--- config.mk ---
export PLATFORM = sky130hd
export DESIGN_NAME = glob_wildcard_matcher_unit
export DESIGN_NICKNAME = d
export VERILOG_FILES = /design/src/hdl/gwm_pkg.sv /design/src/hdl/gwm_closure.sv /design/src/hdl/glob_wildcard_matcher_unit.sv
export SDC_FILE = /design/constraint.sdc
export NUM_CORES = 1
export LEC_CHECK = 0
export ABC_AREA = 0
export BUFFER_PORTS_ARGS = -buffer_cell sky130_fd_sc_hd__buf_4
export CAP_MARGIN = 10
export CORE_UTILIZATION = 40
export DETAILED_ROUTE_END_ITERATION = 6
export PLACE_DENSITY = 0.51
export SYNTH_ARGS = -nofsm -noshare
export SYNTH_HDL_FRONTEND = slang
export SYNTH_SLANG_ARGS = --single-unit
--- constraint.sdc ---
create_clock -name clk -period 6.1 [get_ports clk]
set_input_delay 1.22 -clock clk [delete_from_list [all_inputs] [get_ports clk]]
set_output_delay 1.22 -clock clk [all_outputs]
set_load 0.005 [all_outputs]
--- src/hdl/gwm_pkg.sv ---
package gwm_pkg;

  typedef enum logic [1:0] {
    CMD_APPEND = 2'd0,
    CMD_TEXT   = 2'd1,
    CMD_END    = 2'd2,
    CMD_CLEAR  = 2'd3
  } cmd_e;

  typedef struct packed {
    cmd_e       command;
    logic [7:0] character;
  } item_t;

  typedef struct packed {
    logic matched;
    logic pattern_overflow;
  } result_t;

  localparam logic [7:0] STAR_CHAR     = 8'h2A;
  localparam logic [7:0] QUESTION_CHAR = 8'h3F;
  localparam logic [7:0] UPPER_A       = 8'h41;
  localparam logic [7:0] UPPER_Z       = 8'h5A;
  localparam logic [7:0] CASE_OFFSET   = 8'h20;

  function automatic logic [7:0] fold_char(input logic [7:0] c, input logic fold_en);
    if (fold_en && c >= UPPER_A && c <= UPPER_Z) begin
      return c + CASE_OFFSET;
    end
    return c;
  endfunction

endpackage

--- src/hdl/gwm_closure.sv ---
// Star closure as a log-depth prefix: a set bit moves across any run of stars.
module gwm_closure #(
  parameter int N = 33
) (
  input  logic [N-1:0] seed,
  input  logic [N-2:0] star,
  output logic [N-1:0] closed
);

  localparam int STEPS = $clog2(N);

  logic [N-1:0] g [STEPS+1];
  logic [N-1:0] p [STEPS];

  assign g[0] = seed;
  assign p[0] = {star, 1'b0};

  for (genvar s = 0; s < STEPS; s++) begin : g_step
    localparam int D = 1 << s;
    assign g[s+1] = g[s] | ((g[s] << D) & p[s]);
    if (s + 1 < STEPS) begin : g_prop
      assign p[s+1] = p[s] & (p[s] << D);
    end
  end

  assign closed = g[STEPS];

endmodule

--- src/hdl/glob_wildcard_matcher_unit.sv ---
// An accepted end item is held in the s1 item register, then its result is registered on the result port.
// Throughput: 1 item per cycle unless stalled; the active-position set updates fully for each item.
// Only an end item can stall, and only while the result register is still held.
// Reset (synchronous, rst high): pattern empty, overflow clear, case folding on,
// active set at the start position, no result pending. Pattern bytes are not cleared.
module glob_wildcard_matcher_unit
  import gwm_pkg::*;
#(
  parameter int PATTERN_MAX = 32
) (
  input  logic    clk,
  input  logic    rst,
  input  logic    cfg_wen,
  input  logic    cfg_wdata,
  input  logic    item_valid,
  output logic    item_ready,
  input  item_t   item,
  output logic    result_valid,
  input  logic    result_ready,
  output result_t result
);

  localparam int N     = PATTERN_MAX + 1;
  localparam int LEN_W = $clog2(PATTERN_MAX + 1);
  localparam int IDX_W = (PATTERN_MAX > 1) ? $clog2(PATTERN_MAX) : 1;

  logic             case_insensitive;
  logic             s1_valid;
  item_t            s1_item;
  logic [7:0]       store [PATTERN_MAX];
  logic [LEN_W-1:0] length;
  logic [LEN_W-1:0] length_next;
  logic             overflow;
  logic             overflow_next;
  logic [N-1:0]     active;

  logic             s1_go;
  logic             append_ok;
  logic [PATTERN_MAX-1:0] len_mask;
  logic [PATTERN_MAX-1:0] star_now;
  logic [PATTERN_MAX-1:0] star_next;
  logic [PATTERN_MAX-1:0] hit;
  logic [N-1:0]     adv;
  logic [N-1:0]     seed;
  logic [N-1:0]     closed;
  logic [7:0]       text_folded;

  assign s1_go = s1_valid &&
                 (s1_item.command != CMD_END || !result_valid || result_ready);
  assign item_ready = !s1_valid || s1_go;
  assign append_ok  = length < LEN_W'(PATTERN_MAX);
  assign text_folded = fold_char(s1_item.character, case_insensitive);

  always_comb begin
    for (int i = 0; i < PATTERN_MAX; i++) begin
      len_mask[i] = LEN_W'(i) < length;
      star_now[i] = len_mask[i] && store[i] == STAR_CHAR;
      hit[i]      = len_mask[i] &&
                    (store[i] == QUESTION_CHAR ||
                     fold_char(store[i], case_insensitive) == text_folded);
    end
  end

  always_comb begin
    adv = '0;
    for (int i = 0; i < PATTERN_MAX; i++) begin
      if (active[i] && star_now[i]) begin
        adv[i] = 1'b1;
      end
      if (active[i] && !star_now[i] && hit[i]) begin
        adv[i+1] = 1'b1;
      end
    end
  end

  always_comb begin
    length_next   = length;
    overflow_next = overflow;
    star_next     = star_now;
    unique case (s1_item.command)
      CMD_APPEND: begin
        if (append_ok) begin
          length_next = length + LEN_W'(1);
          for (int i = 0; i < PATTERN_MAX; i++) begin
            if (LEN_W'(i) == length) begin
              star_next[i] = s1_item.character == STAR_CHAR;
            end
          end
        end else begin
          overflow_next = 1'b1;
        end
      end
      CMD_TEXT, CMD_END: begin
      end
      CMD_CLEAR: begin
        length_next   = '0;
        overflow_next = 1'b0;
        star_next     = '0;
      end
    endcase
  end

  assign seed = (s1_item.command == CMD_TEXT) ? adv : N'(1);

  gwm_closure #(.N(N)) u_closure (
    .seed   (seed),
    .star   (star_next),
    .closed (closed)
  );

  always_ff @(posedge clk) begin
    if (rst) begin
      case_insensitive <= 1'b1;
      s1_valid         <= 1'b0;
      length           <= '0;
      overflow         <= 1'b0;
      active           <= N'(1);
      result_valid     <= 1'b0;
    end else begin
      if (cfg_wen) begin
        case_insensitive <= cfg_wdata;
      end
      if (item_ready) begin
        s1_valid <= item_valid;
      end
      if (s1_go) begin
        length   <= length_next;
        overflow <= overflow_next;
        active   <= closed;
      end
      if (s1_go && s1_item.command == CMD_END) begin
        result_valid <= 1'b1;
      end else if (result_ready) begin
        result_valid <= 1'b0;
      end
    end
  end

  always_ff @(posedge clk) begin
    if (item_ready) begin
      s1_item <= item;
    end
    if (s1_go && s1_item.command == CMD_END) begin
      result.matched          <= active[length];
      result.pattern_overflow <= overflow;
    end
    if (s1_go && s1_item.command == CMD_APPEND && append_ok) begin
      store[length[IDX_W-1:0]] <= s1_item.character;
    end
  end

endmodule

==> flow_metrics.env <==
export IMPL_grt_pass1_vias=16300
export IMPL_netlist_area_leader_share_pct=40.4
export IMPL_cts_hold_buf=0
export IMPL_async_reset_ff_share_pct=0
export IMPL_grt_antenna_before_repair=1
export IMPL_vias_per_cell=6.11
export IMPL_slew_violations=0
export IMPL_worst_endpoint_required_ns=6.53
export IMPL_coreArea_um2=49100
export IMPL_dp_hpwl_mm=47.5
export IMPL_syn_nets=2087
export IMPL_grt_max_degree=65
export IMPL_r2r_cells=13
export IMPL_h_tree_depth=2
export IMPL_syn_to_final_growth_pct=11.1
export IMPL_clkPwrFrac_pct=45.8
export IMPL_skew_ns=0.0260
export IMPL_netlist_area_um2=19900
export IMPL_seqPwrFrac_pct=47.4
export IMPL_top_level_ports=20
export IMPL_clk_latency_ns=0.57
export IMPL_die_w_um=225
export IMPL_syn_avg_cell_area_um2=9.81
export IMPL_cts_buffer_depth=3
export IMPL_cts_sinks=311
export IMPL_setup_ws_ns=1.20
export IMPL_cts_tree="built"
export IMPL_p_sw_mw=1.18
export IMPL_hold_class="register to register"
export IMPL_synthTopCellsByArea="edfxtp_1, xor2_1, xnor2_1"
export IMPL_layout_nets=2111
export IMPL_p_leak_nw=7.31
export IMPL_yosysSeqAreaShare_pct=44.7
export IMPL_worstMarginPinSlew_ns=1.14
export IMPL_critPathCaptureType="register"
export IMPL_grt_pass1_wl_mm=102
export IMPL_wire_per_inst_um=24.4
export IMPL_drive_above_1_share_pct=8.36
export IMPL_ir_worst_vdd_mv=0.236
export IMPL_postRouteAntennaNets=0
export IMPL_synth_ff_type="edfxtp_1"
export IMPL_die_h_um=225
export IMPL_multiInputGateArea_um2=10300
export IMPL_top_usage_layer="met2"
export IMPL_maxSlewHeadroom_pct=22.7
export IMPL_initial_utilization_pct=40.6
export IMPL_rows=81
export IMPL_dieArea_um2=50700
export IMPL_post_route_period_util_pct=80.3
export IMPL_timing_fmax_mhz=204
export IMPL_gr_usage_met1_pct=37.7
export IMPL_drt_iter0_markers=1562
export IMPL_use_met3_pct=4.35
export IMPL_postCtsResizedCells=0
export IMPL_ys_types=86
export IMPL_drv_cap=0
export IMPL_p_int_mw=3.79
export IMPL_portBuffers=19
export IMPL_worstSetupStartpointType="register"
export IMPL_synth_largest_area_cell="edfxtp_1"
export IMPL_switching_share_pct=23.8
export IMPL_setup_viol=0
export IMPL_p_comb_share_pct=6.9
export IMPL_drt_wl_total_mm=67.1
export IMPL_gp_congestion=0.987
export IMPL_dr_pass1_iters=5
export IMPL_yosysWarnings=0
export IMPL_outcome="complete, no violations"
export IMPL_n_fill_cell=4702
export IMPL_cp_buffers_inverters=0
export IMPL_p_per_area_nw_per_um2=224
export IMPL_path_depth=13
export IMPL_cts_clk_slew_worst_paths_ns=0.06
export IMPL_worst_path_largest_cell_delay_ns=0.75
export IMPL_use_met2_pct=42.1
export IMPL_total_power_mw=4.97
export IMPL_num_vias=16800
export IMPL_cp_data_arrival_time_ns=5.32
export IMPL_fin_setup_tns_ns=0
export IMPL_hold_viol=0
export IMPL_critPathSlowestCell="a31oi_4"
export IMPL_synthCells=2030
export IMPL_synth_most_common_cell="edfxtp_1"
export IMPL_fin_util_pct=45.1
export IMPL_critical_path_max_fanout=17
export IMPL_rsz0062_at_grt="no"
export IMPL_cts_root_buffer="clkbuf_16"
export IMPL_critPathTopFamily="compound AO/OA/AOI/OAI gates"
export IMPL_ys_ff_latch=311
export IMPL_overflow=0
export IMPL_drcViolationCount=0
export IMPL_postCtsSetupRepairBufs=0
export IMPL_synth_enable_flop_cells=268
export IMPL_track_usage_pct=26.8
export IMPL_dp_cells=2678
export IMPL_path_class="register to register"
export IMPL_seqCellArea_um2=8910
export IMPL_antenna_cells=0
export IMPL_final_cells=2745
export IMPL_dp_slack_ns=1.36
export IMPL_fin_crit_ns=4.90
export IMPL_synth_common_cells="edfxtp_1, nor2_1, nand2_1"
export IMPL_crit_path_frequent_cell="nor3_1"
export IMPL_min_path_cells=2
export IMPL_cp_cell_sequence="ha_1, nand2_1, nor2_1, a31oi_4, xor2_1, a41oi_1, a31oi_1, o211ai_1, a21boi_0, nor3_1, nor3_1, o31ai_1, o21ai_0"
export IMPL_numCtsBuffers=38
-- stage by stage --
stage	cell area (µm²)	hold slack, ns
2_1_floorplan	19900	0.431
3_3_place_gp	20900	0.502
3_5_place_dp	20900	0.495
4_1_cts	22100	0.508
5_1_grt	22100	0.548
6_report	22100	0.518
-- per-layer routing --
metal	vias up	routed length (µm)
met5	-	0
met2	655	29900
met1	8225	30600
met3	124	4770
li1	7762	-
met4	0	1870
-- kinds of logic (layout without fill, tap and decap cells) --
group	count (synthesis)	after routing	synth area share, %
fa+ha+maj	41	41	2.58
simple gates	762	762	19.9
xor+xnor	252	252	11.1
mux	23	23	1.81
flops	311	311	44.7
compound gates	468	468	16.3
buf+inv	173	224	3.59
-- sequential cells by signal (all words and copies together), names as in the netlist --
signal and count:
result_valid 1, result 2, active 33, overflow 1, length 6, s1_valid 1
store 256, s1_item 10, case_insensitive 1
-- power groups by stage --
stage | logic (mW) | registers [mW] | clock network, mW
global placement | 0.337 | 2.40 | 0
detailed placement | 0.339 | 2.40 | 0
floorplan | 0.211 | 2.39 | 0
finish | 0.341 | 2.35 | 2.27
CTS | 0.340 | 2.35 | 2.32
global route | 0.368 | 2.35 | 2.40
-- worst min-delay path, cell delays in order, from the launching register on --
cell,delay [ns]
dfxtp_1,0.33
inv_1,0.08
a211oi_1,0.06
-- area by class of cell --
cell class              count  area share [%]
clock buffers              49            4.76
clock inverters            18           0.820
inverters                  90            1.53
multi-input cells        1546            46.6
flip-flops and latches    311            40.2
well taps                 664            3.75
repair buffers             67            2.31
-- cells in the final DEF (no fill, tap or decap), types with 12 or more instances in the layout --
cell	Yosys	routed
a41oi_1	21	21
and2_1	14	13
nand4_1	43	43
dfxtp_1	43	42
nor4_1	40	40
o31ai_1	28	28
and3_1	22	22
clkbuf_16	0	40
inv_1	90	90
or4_1	22	22
xor2_1	133	133
xnor2_1	119	119
o21a_1	12	12
nor2b_1	18	18
o21ai_0	93	93
a31oi_1	31	31
o41ai_1	41	41
a21oi_1	90	90
a211oi_1	13	13
buf_4	4	65
or3_1	50	50
a21o_1	23	23
nor3_1	88	87
edfxtp_1	268	268
nor2_1	152	152
nand2b_1	15	15
nand3_1	91	91
ha_1	41	40
nand2_1	148	148
-- worst paths after layout --
check | startpoint | end | slack (ns)
max | s1_item[5]$_DFFE_PP_ | active[25]$_SDFFE_PP0P_ | 1.20
min | active[23]$_SDFFE_PP0P_ | active[23]$_SDFFE_PP0P_ | 0.52
min reg2reg | active[23]$_SDFFE_PP0P_ | active[23]$_SDFFE_PP0P_ | 0.52
max reg2reg | s1_item[5]$_DFFE_PP_ | active[25]$_SDFFE_PP0P_ | 1.20
(Power assumes the default switching activity.)
